==> config.mk <==
export PLATFORM = sky130hd
export DESIGN_NAME = fit_allocator_with_coalesce
export DESIGN_NICKNAME = d
export VERILOG_FILES = /design/src/rtl/fac_pkg.sv /design/src/rtl/fac_ctrl.sv /design/src/rtl/fac_dp.sv /design/src/rtl/fit_allocator_with_coalesce.sv
export SDC_FILE = /design/constraint.sdc
export NUM_CORES = 2
export LEC_CHECK = 0
export BUFFER_PORTS_ARGS = -buffer_cell sky130_fd_sc_hd__buf_2
export CORE_MARGIN = 4
export CORE_UTILIZATION = 48
export DETAILED_ROUTE_END_ITERATION = 10
export SLEW_MARGIN = 25
export SYNTH_ARGS = -nofsm -noshare
export SYNTH_HDL_FRONTEND = slang
export SYNTH_HIERARCHICAL = 1
export SYNTH_SLANG_ARGS = --single-unit
export TNS_END_PERCENT = 1
==> constraint.sdc <==
create_clock -name aclk -period 7.7 [get_ports aclk]
set_input_delay 1.155 -clock aclk [delete_from_list [all_inputs] [get_ports aclk]]
set_output_delay 1.155 -clock aclk [all_outputs]
set_load 0.03 [all_outputs]
==> src/rtl/fac_pkg.sv <==
// ---------------------------------------------------------------------------
// fac_pkg: shared types and codes for the fit allocator
// Request and result word layouts, request kinds, status and fit mode codes.
// ---------------------------------------------------------------------------
package fac_pkg;

    localparam int TAG_W   = 8;
    localparam int LEN_W   = 11;
    localparam int START_W = 10;

    typedef enum logic [1:0] {
        REQ_ALLOC   = 2'd0,
        REQ_FREE    = 2'd1,
        REQ_COMPACT = 2'd2,
        REQ_NONE    = 2'd3
    } req_type_t;

    typedef enum logic [1:0] {
        ST_OK       = 2'd0,
        ST_NO_HOLE  = 2'd1,
        ST_NO_TAG   = 2'd2,
        ST_FULL     = 2'd3
    } status_t;

    localparam logic [1:0] FIT_FIRST = 2'd0;
    localparam logic [1:0] FIT_BEST  = 2'd1;
    localparam logic [1:0] FIT_WORST = 2'd2;

    // result source select
    localparam logic [1:0] RSP_REQ   = 2'd0;  // allocate or free result
    localparam logic [1:0] RSP_MOVE  = 2'd1;  // held compact block
    localparam logic [1:0] RSP_EMPTY = 2'd2;  // compact with no blocks
    localparam logic [1:0] RSP_LAST  = 2'd3;  // held compact block, last

    typedef struct packed {
        logic [1:0]         req_type;
        logic [TAG_W-1:0]   owner_tag;
        logic [LEN_W-1:0]   req_length;
    } req_word_t;

    typedef struct packed {
        logic [1:0]         status;
        logic [START_W-1:0] block_start;
        logic [LEN_W-1:0]   block_length;
        logic [TAG_W-1:0]   block_tag;
        logic               last;
    } rsp_word_t;

    // controller -> datapath
    typedef struct packed {
        logic load_req;   // latch request, clear scan results
        logic scan_hole;  // examine hole at index
        logic scan_used;  // examine block at index
        logic alloc_do;   // commit allocation
        logic free_do;    // commit free
        logic cmp_scan;   // compact: find next block above cursor
        logic cmp_move;   // compact: relocate found block
        logic cmp_end;    // compact: rebuild hole table
    } dp_cmd_t;

    // datapath -> controller
    typedef struct packed {
        logic have_slot;
        logic have_hole;
        logic have_blk;
    } dp_sts_t;

endpackage

==> src/rtl/fac_ctrl.sv <==
// ---------------------------------------------------------------------------
// fac_ctrl: request sequencer
// Walks the hole and block tables one entry a cycle and drives the datapath.
// ---------------------------------------------------------------------------
module fac_ctrl
    import fac_pkg::*;
#(
    parameter int IDX_W = 5,
    parameter int HOLES = 17,
    parameter int BLKS  = 16
) (
    input  logic             aclk,
    input  logic             aresetn,
    input  logic             req_valid,
    output logic             req_ready,
    input  logic [1:0]       req_kind,
    input  logic             out_free,
    output logic             rsp_load,
    output logic             rsp_last,
    output logic [1:0]       rsp_sel,
    output dp_cmd_t          cmd,
    output logic [IDX_W-1:0] idx,
    input  dp_sts_t          sts
);

    typedef enum logic [3:0] {
        S_IDLE, S_AUSED, S_AHOLE, S_ACOMMIT, S_FUSED, S_FHOLE, S_FCOMMIT,
        S_CSCAN, S_CMOVE, S_RESP
    } state_t;

    state_t           state_reg, state_next;
    logic [IDX_W-1:0] idx_reg, idx_next;
    logic             cnt_any_reg, cnt_any_next;

    assign idx = idx_reg;
    assign req_ready = (state_reg == S_IDLE);

    always_comb begin
        state_next   = state_reg;
        idx_next     = idx_reg;
        cnt_any_next = cnt_any_reg;
        cmd          = '0;
        rsp_load     = 1'b0;
        rsp_last     = 1'b1;
        rsp_sel      = RSP_REQ;
        case (state_reg)
            S_IDLE: begin
                if (req_valid) begin
                    cmd.load_req = 1'b1;
                    idx_next     = '0;
                    cnt_any_next = 1'b0;
                    case (req_kind)
                        REQ_ALLOC:   state_next = S_AUSED;
                        REQ_FREE:    state_next = S_FUSED;
                        REQ_COMPACT: state_next = S_CSCAN;
                        default:     state_next = S_IDLE;
                    endcase
                end
            end
            S_AUSED: begin
                cmd.scan_used = 1'b1;
                if (idx_reg == IDX_W'(BLKS - 1)) begin
                    idx_next = '0;
                    state_next = S_AHOLE;
                end else begin
                    idx_next = idx_reg + 1'b1;
                end
            end
            S_AHOLE: begin
                cmd.scan_hole = 1'b1;
                if (idx_reg == IDX_W'(HOLES - 1)) begin
                    state_next = S_ACOMMIT;
                end else begin
                    idx_next = idx_reg + 1'b1;
                end
            end
            S_ACOMMIT: begin
                if (out_free) begin
                    cmd.alloc_do = 1'b1;
                    rsp_load   = 1'b1;
                    state_next = S_IDLE;
                end
            end
            S_FUSED: begin
                cmd.scan_used = 1'b1;
                if (idx_reg == IDX_W'(BLKS - 1)) begin
                    idx_next = '0;
                    state_next = S_FHOLE;
                end else begin
                    idx_next = idx_reg + 1'b1;
                end
            end
            S_FHOLE: begin
                cmd.scan_hole = 1'b1;
                if (idx_reg == IDX_W'(HOLES - 1)) begin
                    state_next = S_FCOMMIT;
                end else begin
                    idx_next = idx_reg + 1'b1;
                end
            end
            S_FCOMMIT: begin
                if (out_free) begin
                    cmd.free_do = 1'b1;
                    rsp_load   = 1'b1;
                    state_next = S_IDLE;
                end
            end
            S_CSCAN: begin
                cmd.cmp_scan = 1'b1;
                if (idx_reg == IDX_W'(BLKS - 1)) begin
                    idx_next = '0;
                    state_next = S_CMOVE;
                end else begin
                    idx_next = idx_reg + 1'b1;
                end
            end
            S_CMOVE: begin
                if (sts.have_blk) begin
                    if (out_free) begin
                        cmd.cmp_move = 1'b1;
                        rsp_load     = 1'b1;
                        rsp_sel      = RSP_MOVE;
                        rsp_last     = 1'b0;
                        cnt_any_next = 1'b1;
                        state_next   = S_CSCAN;
                    end
                end else begin
                    cmd.cmp_end = 1'b1;
                    state_next  = S_RESP;
                end
            end
            S_RESP: begin
                // flush pending last or empty marker
                if (out_free) begin
                    rsp_load   = 1'b1;
                    rsp_sel    = cnt_any_reg ? RSP_LAST : RSP_EMPTY;
                    state_next = S_IDLE;
                end
            end
            default: state_next = S_IDLE;
        endcase
    end

    always_ff @(posedge aclk) begin
        if (!aresetn) begin
            state_reg   <= S_IDLE;
            idx_reg     <= '0;
            cnt_any_reg <= 1'b0;
        end else begin
            state_reg   <= state_next;
            idx_reg     <= idx_next;
            cnt_any_reg <= cnt_any_next;
        end
    end

    assert property (@(posedge aclk) disable iff (!aresetn)
        (state_reg == S_IDLE && req_valid && req_kind == REQ_ALLOC) |=> state_reg == S_AUSED)
        else $error("alloc did not start");
    assert property (@(posedge aclk) disable iff (!aresetn)
        rsp_load |-> out_free)
        else $error("result loaded into full register");
    assert property (@(posedge aclk) disable iff (!aresetn)
        $onehot0({cmd.alloc_do, cmd.free_do, cmd.cmp_move, cmd.cmp_end}))
        else $error("conflicting commits");

endmodule

==> src/rtl/fac_dp.sv <==
// ---------------------------------------------------------------------------
// fac_dp: allocator tables and scan datapath
// Hole and block tables, one-entry-a-cycle compare units, commit logic.
// ---------------------------------------------------------------------------
module fac_dp
    import fac_pkg::*;
#(
    parameter int MEM_SIZE = 1024,
    parameter int BLKS     = 16,
    parameter int HOLES    = 17,
    parameter int IDX_W    = 5
) (
    input  logic             aclk,
    input  logic             aresetn,
    input  req_word_t        req,
    input  logic [1:0]       fit_mode,
    input  dp_cmd_t          cmd,
    input  logic [IDX_W-1:0] idx,
    input  logic [1:0]       rsp_sel,
    input  logic             rsp_last,
    output dp_sts_t          sts,
    output rsp_word_t        rsp
);

    localparam int HI_W = $clog2(HOLES);
    localparam int BI_W = (BLKS > 1) ? $clog2(BLKS) : 1;
    localparam int AW   = $clog2(MEM_SIZE + 1);

    logic [AW-1:0]    hs_reg [HOLES];
    logic [AW-1:0]    hl_reg [HOLES];
    logic [HOLES-1:0] hv_reg;
    logic [AW-1:0]    us_reg [BLKS];
    logic [AW-1:0]    ul_reg [BLKS];
    logic [TAG_W-1:0] ut_reg [BLKS];
    logic [BLKS-1:0]  uv_reg;

    req_word_t        rq_reg;
    logic             slot_ok_reg, hole_ok_reg, blk_ok_reg, blw_ok_reg, abv_ok_reg;
    logic [BI_W-1:0]  slot_reg, blk_reg;
    logic [HI_W-1:0]  hole_reg, blw_reg, abv_reg, emp_reg;
    logic             emp_ok_reg;
    logic [AW-1:0]    top_reg;
    logic [AW:0]      cur_reg;    // compact cursor: next start must be >= cur

    logic [HI_W-1:0]  hi;
    logic [BI_W-1:0]  bi;
    logic [AW-1:0]    len_a;
    logic             take_hole, len_fit;

    assign hi = idx[HI_W-1:0];
    assign bi = idx[BI_W-1:0];
    assign len_a = rq_reg.req_length[AW-1:0];
    assign len_fit = (rq_reg.req_length != '0) &&
                     ({1'b0, rq_reg.req_length} <= (LEN_W+1)'(MEM_SIZE)) &&
                     (hl_reg[hi] >= len_a);

    always_comb begin
        take_hole = 1'b0;
        if (!hole_ok_reg) begin
            take_hole = 1'b1;
        end else if (fit_mode == FIT_FIRST) begin
            take_hole = hs_reg[hi] < hs_reg[hole_reg];
        end else if (fit_mode == FIT_WORST) begin
            take_hole = hl_reg[hi] > hl_reg[hole_reg] ||
                        (hl_reg[hi] == hl_reg[hole_reg] && hs_reg[hi] < hs_reg[hole_reg]);
        end else begin
            take_hole = hl_reg[hi] < hl_reg[hole_reg] ||
                        (hl_reg[hi] == hl_reg[hole_reg] && hs_reg[hi] < hs_reg[hole_reg]);
        end
    end

    logic          bi_ok;
    logic [AW-1:0] fs, fl;
    assign bi_ok = idx < IDX_W'(BLKS);
    assign fs = us_reg[blk_reg];
    assign fl = ul_reg[blk_reg];

    assign sts.have_slot = slot_ok_reg;
    assign sts.have_hole = hole_ok_reg;
    assign sts.have_blk  = blk_ok_reg;

    always_ff @(posedge aclk) begin
        if (!aresetn) begin
            hv_reg    <= HOLES'(1);
            hs_reg[0] <= '0;
            hl_reg[0] <= AW'(MEM_SIZE);
            uv_reg    <= '0;
        end else begin
            if (cmd.load_req) begin
                rq_reg      <= req;
                slot_ok_reg <= 1'b0;
                hole_ok_reg <= 1'b0;
                blk_ok_reg  <= 1'b0;
                blw_ok_reg  <= 1'b0;
                abv_ok_reg  <= 1'b0;
                emp_ok_reg  <= 1'b0;
                top_reg     <= '0;
                cur_reg     <= '0;
            end
            if (cmd.scan_used && bi_ok) begin
                if (rq_reg.req_type == REQ_ALLOC) begin
                    if (!uv_reg[bi] && !slot_ok_reg) begin
                        slot_ok_reg <= 1'b1;
                        slot_reg    <= bi;
                    end
                end else if (uv_reg[bi] && ut_reg[bi] == rq_reg.owner_tag &&
                             (!blk_ok_reg || us_reg[bi] < us_reg[blk_reg])) begin
                    blk_ok_reg <= 1'b1;
                    blk_reg    <= bi;
                end
            end
            if (cmd.scan_hole) begin
                if (rq_reg.req_type == REQ_ALLOC) begin
                    if (hv_reg[hi] && len_fit && take_hole) begin
                        hole_ok_reg <= 1'b1;
                        hole_reg    <= hi;
                    end
                end else begin
                    if (hv_reg[hi]) begin
                        if ((AW+1)'(hs_reg[hi]) + (AW+1)'(hl_reg[hi]) == (AW+1)'(fs)) begin
                            blw_ok_reg <= 1'b1;
                            blw_reg    <= hi;
                        end else if ((AW+1)'(hs_reg[hi]) == (AW+1)'(fs) + (AW+1)'(fl)) begin
                            abv_ok_reg <= 1'b1;
                            abv_reg    <= hi;
                        end
                    end else if (!emp_ok_reg) begin
                        emp_ok_reg <= 1'b1;
                        emp_reg    <= hi;
                    end
                end
            end
            if (cmd.alloc_do && slot_ok_reg && hole_ok_reg) begin
                if (hl_reg[hole_reg] == len_a) begin
                    hv_reg[hole_reg] <= 1'b0;
                end else begin
                    hs_reg[hole_reg] <= hs_reg[hole_reg] + len_a;
                    hl_reg[hole_reg] <= hl_reg[hole_reg] - len_a;
                end
                us_reg[slot_reg] <= hs_reg[hole_reg];
                ul_reg[slot_reg] <= len_a;
                ut_reg[slot_reg] <= rq_reg.owner_tag;
                uv_reg[slot_reg] <= 1'b1;
            end
            if (cmd.free_do && blk_ok_reg) begin
                uv_reg[blk_reg] <= 1'b0;
                if (blw_ok_reg && abv_ok_reg) begin
                    hl_reg[blw_reg] <= hl_reg[blw_reg] + fl + hl_reg[abv_reg];
                    hv_reg[abv_reg] <= 1'b0;
                end else if (blw_ok_reg) begin
                    hl_reg[blw_reg] <= hl_reg[blw_reg] + fl;
                end else if (abv_ok_reg) begin
                    hs_reg[abv_reg] <= fs;
                    hl_reg[abv_reg] <= hl_reg[abv_reg] + fl;
                end else if (emp_ok_reg) begin
                    hs_reg[emp_reg] <= fs;
                    hl_reg[emp_reg] <= fl;
                    hv_reg[emp_reg] <= 1'b1;
                end
            end
            if (cmd.cmp_scan && bi_ok) begin
                if (uv_reg[bi] && {1'b0, us_reg[bi]} >= cur_reg &&
                    (!blk_ok_reg || us_reg[bi] < us_reg[blk_reg])) begin
                    blk_ok_reg <= 1'b1;
                    blk_reg    <= bi;
                end
            end
            if (cmd.cmp_move) begin
                us_reg[blk_reg] <= top_reg;
                top_reg         <= top_reg + ul_reg[blk_reg];
                cur_reg         <= (AW+1)'(top_reg) + (AW+1)'(ul_reg[blk_reg]);
                blk_ok_reg      <= 1'b0;
            end
            if (cmd.cmp_end) begin
                hv_reg    <= HOLES'(top_reg < AW'(MEM_SIZE));
                hs_reg[0] <= top_reg;
                hl_reg[0] <= AW'(MEM_SIZE) - top_reg;
            end
        end
    end

    // Result assembly. Compact results are held one step so the final one
    // can carry last; RSP_LAST releases the held one marked last.
    rsp_word_t held_reg;
    logic      held_ok_reg;

    always_comb begin
        rsp = '0;
        rsp.last = 1'b1;
        case (rq_reg.req_type)
            REQ_ALLOC: begin
                rsp.block_length = rq_reg.req_length;
                rsp.block_tag    = rq_reg.owner_tag;
                if (!slot_ok_reg) begin
                    rsp.status = ST_FULL;
                end else if (!hole_ok_reg) begin
                    rsp.status = ST_NO_HOLE;
                end else begin
                    rsp.status      = ST_OK;
                    rsp.block_start = START_W'(hs_reg[hole_reg]);
                end
            end
            REQ_FREE: begin
                rsp.block_tag = rq_reg.owner_tag;
                if (!blk_ok_reg) begin
                    rsp.status = ST_NO_TAG;
                end else begin
                    rsp.status       = ST_OK;
                    rsp.block_start  = START_W'(fs);
                    rsp.block_length = LEN_W'(fl);
                end
            end
            default: begin
                rsp = '0;
                rsp.last = 1'b1;
            end
        endcase
        if (rsp_sel == RSP_MOVE) begin
            rsp = held_reg;
            rsp.last = rsp_last;
        end else if (rsp_sel == RSP_LAST) begin
            rsp = held_reg;
            rsp.last = 1'b1;
        end
    end

    always_ff @(posedge aclk) begin
        if (!aresetn) begin
            held_ok_reg <= 1'b0;
        end else if (cmd.load_req) begin
            held_ok_reg <= 1'b0;
        end else if (cmd.cmp_move) begin
            held_ok_reg            <= 1'b1;
            held_reg.status        <= ST_OK;
            held_reg.block_start   <= START_W'(top_reg);
            held_reg.block_length  <= LEN_W'(ul_reg[blk_reg]);
            held_reg.block_tag     <= ut_reg[blk_reg];
            held_reg.last          <= 1'b0;
        end
    end

    assert property (@(posedge aclk) disable iff (!aresetn)
        cmd.alloc_do |-> !(slot_ok_reg && hole_ok_reg) || uv_reg[slot_reg] == 1'b0)
        else $error("allocating into a used slot");
    assert property (@(posedge aclk) disable iff (!aresetn)
        cmd.cmp_move |-> blk_ok_reg)
        else $error("compact move without block");
    assert property (@(posedge aclk) disable iff (!aresetn)
        cmd.cmp_move |-> held_ok_reg || cur_reg == '0)
        else $error("cursor moved before first block");

endmodule

==> src/rtl/fit_allocator_with_coalesce.sv <==
// ---------------------------------------------------------------------------
// fit_allocator_with_coalesce: first/best/worst fit region allocator
// Hole and block tables with adjacent coalescing on free and compaction.
// ---------------------------------------------------------------------------
// Allocate and free walk the block table, then the hole table, one table
// entry a cycle, then commit; the result is registered at the commit. Compact
// walks the block table once per block moved and once more to find none.
// One request at a time; a stalled output holds the commit.
// Synchronous active-low reset: one full hole, no blocks, first fit.
module fit_allocator_with_coalesce
    import fac_pkg::*;
#(
    parameter int MEM_SIZE   = 1024,
    parameter int MAX_BLOCKS = 16
) (
    input  logic      aclk,
    input  logic      aresetn,
    input  logic      cfg_we,
    input  logic [1:0] cfg_wdata,
    input  logic      s_valid,
    output logic      s_ready,
    input  req_word_t s_data,
    output logic      m_valid,
    input  logic      m_ready,
    output rsp_word_t m_data
);

    localparam int HOLES = MAX_BLOCKS + 1;
    localparam int IDX_W = $clog2(HOLES);

    logic [1:0]       fit_reg;
    dp_cmd_t          cmd;
    dp_sts_t          sts;
    logic [IDX_W-1:0] idx;
    logic             rsp_load, rsp_last, out_free;
    logic [1:0]       rsp_sel;
    rsp_word_t        rsp;
    logic             m_valid_reg;
    rsp_word_t        m_data_reg;

    always_ff @(posedge aclk) begin
        if (!aresetn) begin
            fit_reg <= FIT_FIRST;
        end else if (cfg_we) begin
            fit_reg <= cfg_wdata;
        end
    end

    assign out_free = !m_valid_reg || m_ready;

    fac_ctrl #(.IDX_W(IDX_W), .HOLES(HOLES), .BLKS(MAX_BLOCKS)) u_ctrl (
        .aclk, .aresetn,
        .req_valid(s_valid), .req_ready(s_ready), .req_kind(s_data.req_type),
        .out_free, .rsp_load, .rsp_last, .rsp_sel, .cmd, .idx, .sts
    );

    fac_dp #(.MEM_SIZE(MEM_SIZE), .BLKS(MAX_BLOCKS), .HOLES(HOLES), .IDX_W(IDX_W)) u_dp (
        .aclk, .aresetn, .req(s_data), .fit_mode(fit_reg), .cmd, .idx,
        .rsp_sel, .rsp_last, .sts, .rsp
    );

    // compact emits each block one step late: the move of block k sends k-1
    logic pend_reg;
    always_ff @(posedge aclk) begin
        if (!aresetn) begin
            m_valid_reg <= 1'b0;
            pend_reg    <= 1'b0;
        end else begin
            if (cmd.load_req) pend_reg <= 1'b0;
            if (rsp_load && rsp_sel == RSP_MOVE) pend_reg <= 1'b1;
            if (rsp_load && !(rsp_sel == RSP_MOVE && !pend_reg)) begin
                m_valid_reg <= 1'b1;
                m_data_reg  <= rsp;
            end else if (m_ready) begin
                m_valid_reg <= 1'b0;
            end
        end
    end

    assign m_valid = m_valid_reg;
    assign m_data  = m_data_reg;

endmodule

==> impl_metrics.json <==
{
  "synthCells": 4358,
  "end_kind": "flip-flop",
  "finalSetupViolations": 0,
  "synthesis.area_um2": 61400,
  "syn_avg_cell_area_um2": 14.1,
  "core_um2": 126000,
  "die_w_um": 366,
  "dr.pass1.iters": 6,
  "worstPathRequired_ns": 8.27,
  "rows": 130,
  "gp_congestion": 0.935,
  "maxCapViolCount": 0,
  "io_pins": 62,
  "post_cts_resize_count": 0,
  "grt_pass1_vias": 40410,
  "grt_start_max_net_pins": 74,
  "power.switching_mw": 4.80,
  "ys_warn_count": 6,
  "postRouteAntennaNets": 0,
  "viasPerCell": 6.85,
  "drt_first_iter_violations": 5712,
  "cpPeakStageDelay_ns": 0.88,
  "critical-path-top-delay-family": "compound AO/OA/AOI/OAI gates",
  "wl_mm": 209,
  "cts_hold_repair.buffers": 0,
  "cts_tree": "done",
  "setup_tns_ns": 0,
  "area_growth_pct": 10.5,
  "p_int_mw": 11.2,
  "min_path_type": "flip-flop to flip-flop",
  "dr_total_vias": 42025,
  "critPathMaxFanout": 39,
  "postCtsSetupBuffers": 0,
  "crit_type": "flip-flop to flip-flop",
  "clock_sinks": 1048,
  "cts-root-buf": "clkbuf_16",
  "rsz0062_at_grt": "no",
  "hpwl_mm": 139,
  "worst-path-buf-inv": 4,
  "clock_power_share_pct": 35.2,
  "die_h_um": 366,
  "path_cells": "buf_4 > mux4_2 > mux4_2 > ha_1 > inv_1 > fa_1 > inv_1 > ha_1 > a21oi_1 > o21ai_0 > a21oi_1 > nor2_1 > a221oi_1 > o21ai_0 > xnor2_1 > o31ai_1 > buf_4 > nand2_1 > mux2i_1",
  "post-route-util_pct": 53.6,
  "overflow": 0,
  "worst_path_max_delay_cell": "dfxtp_4",
  "switching_share_pct": 30.0,
  "cts.reportedPaths.clkPinSlew_ns": 0.06,
  "drv_slew": 0,
  "die_area_um2": 134000,
  "final_common_cell": "edfxtp_1",
  "nets": 4558,
  "period_minus_slack_ns": 6.33,
  "slew_headroom_pct": 24.7,
  "start_kind": "flip-flop",
  "p_leak_nw": 23.4,
  "mostFrequentLayoutCells": "982 x edfxtp_1, 540 x mux4_2, 383 x mux2i_1",
  "antenna_found_initial": 5,
  "route.detailed.drc": 0,
  "grt_usage_pct": 31.3,
  "ir_drop_mv": 0.198,
  "status": "finished, final reports clean",
  "tightest_slew_ns": 1.13,
  "cts_buffers": 114,
  "skew_ns": 0.105,
  "post-route-period-util_pct": 82.3,
  "max_freq_mhz": 158,
  "drive_gt1_share_pct": 25.4,
  "clkLatencyLatePin_ns": 0.80,
  "initial_core_util_pct": 48.6,
  "pwr-share-seq_pct": 42.1,
  "avgRoutedWirePerCell_um": 34.1,
  "critPathArrivalTime_ns": 6.90,
  "port-buffer-count": 61,
  "cts-htree-levels": 3,
  "p_per_area_nw_per_um2": 236,
  "comb_power_share_pct": 22.7,
  "synth_nets": 4536,
  "finalHoldViolCount": 0,
  "filler_cell_count": 10336,
  "clockBufferDepth": 3,
  "grt_pass1_wl_mm": 298
}
[stage by stage]
| stage | cells | worst slack [ns] | power [mW] | hold slack (ns) | cell area, µm² |
|---|---|---|---|---|---|
| finish | 6131 | 1.37 | 16.0 | 0.482 | 67800 |
| global placement | 5913 | 1.46 | 10.4 | 0.458 | 63900 |
| detailed placement | 5913 | 1.43 | 10.4 | 0.466 | 63900 |
| global route | 6128 | 0.841 | 16.6 | 0.492 | 67800 |
| CTS | 6127 | 1.39 | 16.1 | 0.476 | 67800 |
| floorplan | 4358 | 1.26 | 9.31 | 0.446 | 61400 |
[worst min-delay path: cells and delay by family, from the launching register on]
family	cells	cell delay (ns)
AOI/OAI and AO/OA	1	0.04
and+or+nand+nor	1	0.08
DFF	1	0.33
[power by group through the flow]
stage / sequential [mW] / combinational, mW / clock (mW)
after floorplan: 6.72 / 2.59 / 0
after global placement: 6.86 / 3.53 / 0
after detailed placement: 6.86 / 3.57 / 0
after CTS: 6.74 / 3.59 / 5.73
after global routing: 6.75 / 3.89 / 5.97
final: 6.74 / 3.64 / 5.64
[final cells by class]
class	count	area [µm²]	area share, %
Sequential cell	1048	30900	45.5
Clock buffer	141	2980	4.40
Multi-Input combinational cell	2841	28700	42.4
Tap cell	1650	2060	3.04
Timing Repair Buffer	259	1860	2.75
Inverter	116	435	0.642
Clock inverter	73	870	1.28
Antenna cell	3	7.51	0.0111
[layer usage]
metal	track usage [%]	routed length (µm)	vias up
met4	11.8	8920	6
met1	43.4	81600	21646
met2	49.3	97400	2537
li1	-	-	17358
met5	0	35	-
met3	6.06	21100	478
[path summary, 6_finish.rpt]
| kind | from | endpoint | slack, ns | depth (start not counted) |
|---|---|---|---|---|
| worst min-delay path | u_dp/uv_reg[9] | u_dp/uv_reg[9] | 0.48 | 2 |
| worst min register to register | u_dp/uv_reg[9] | u_dp/uv_reg[9] | 0.48 | 2 |
| worst max register to register | flip-flop | u_dp/hl_reg[16][9] | 1.37 | 19 |
| worst max-delay path | flip-flop | u_dp/hl_reg[16][9] | 1.37 | 19 |
Power figures use the tool's default switching activity.
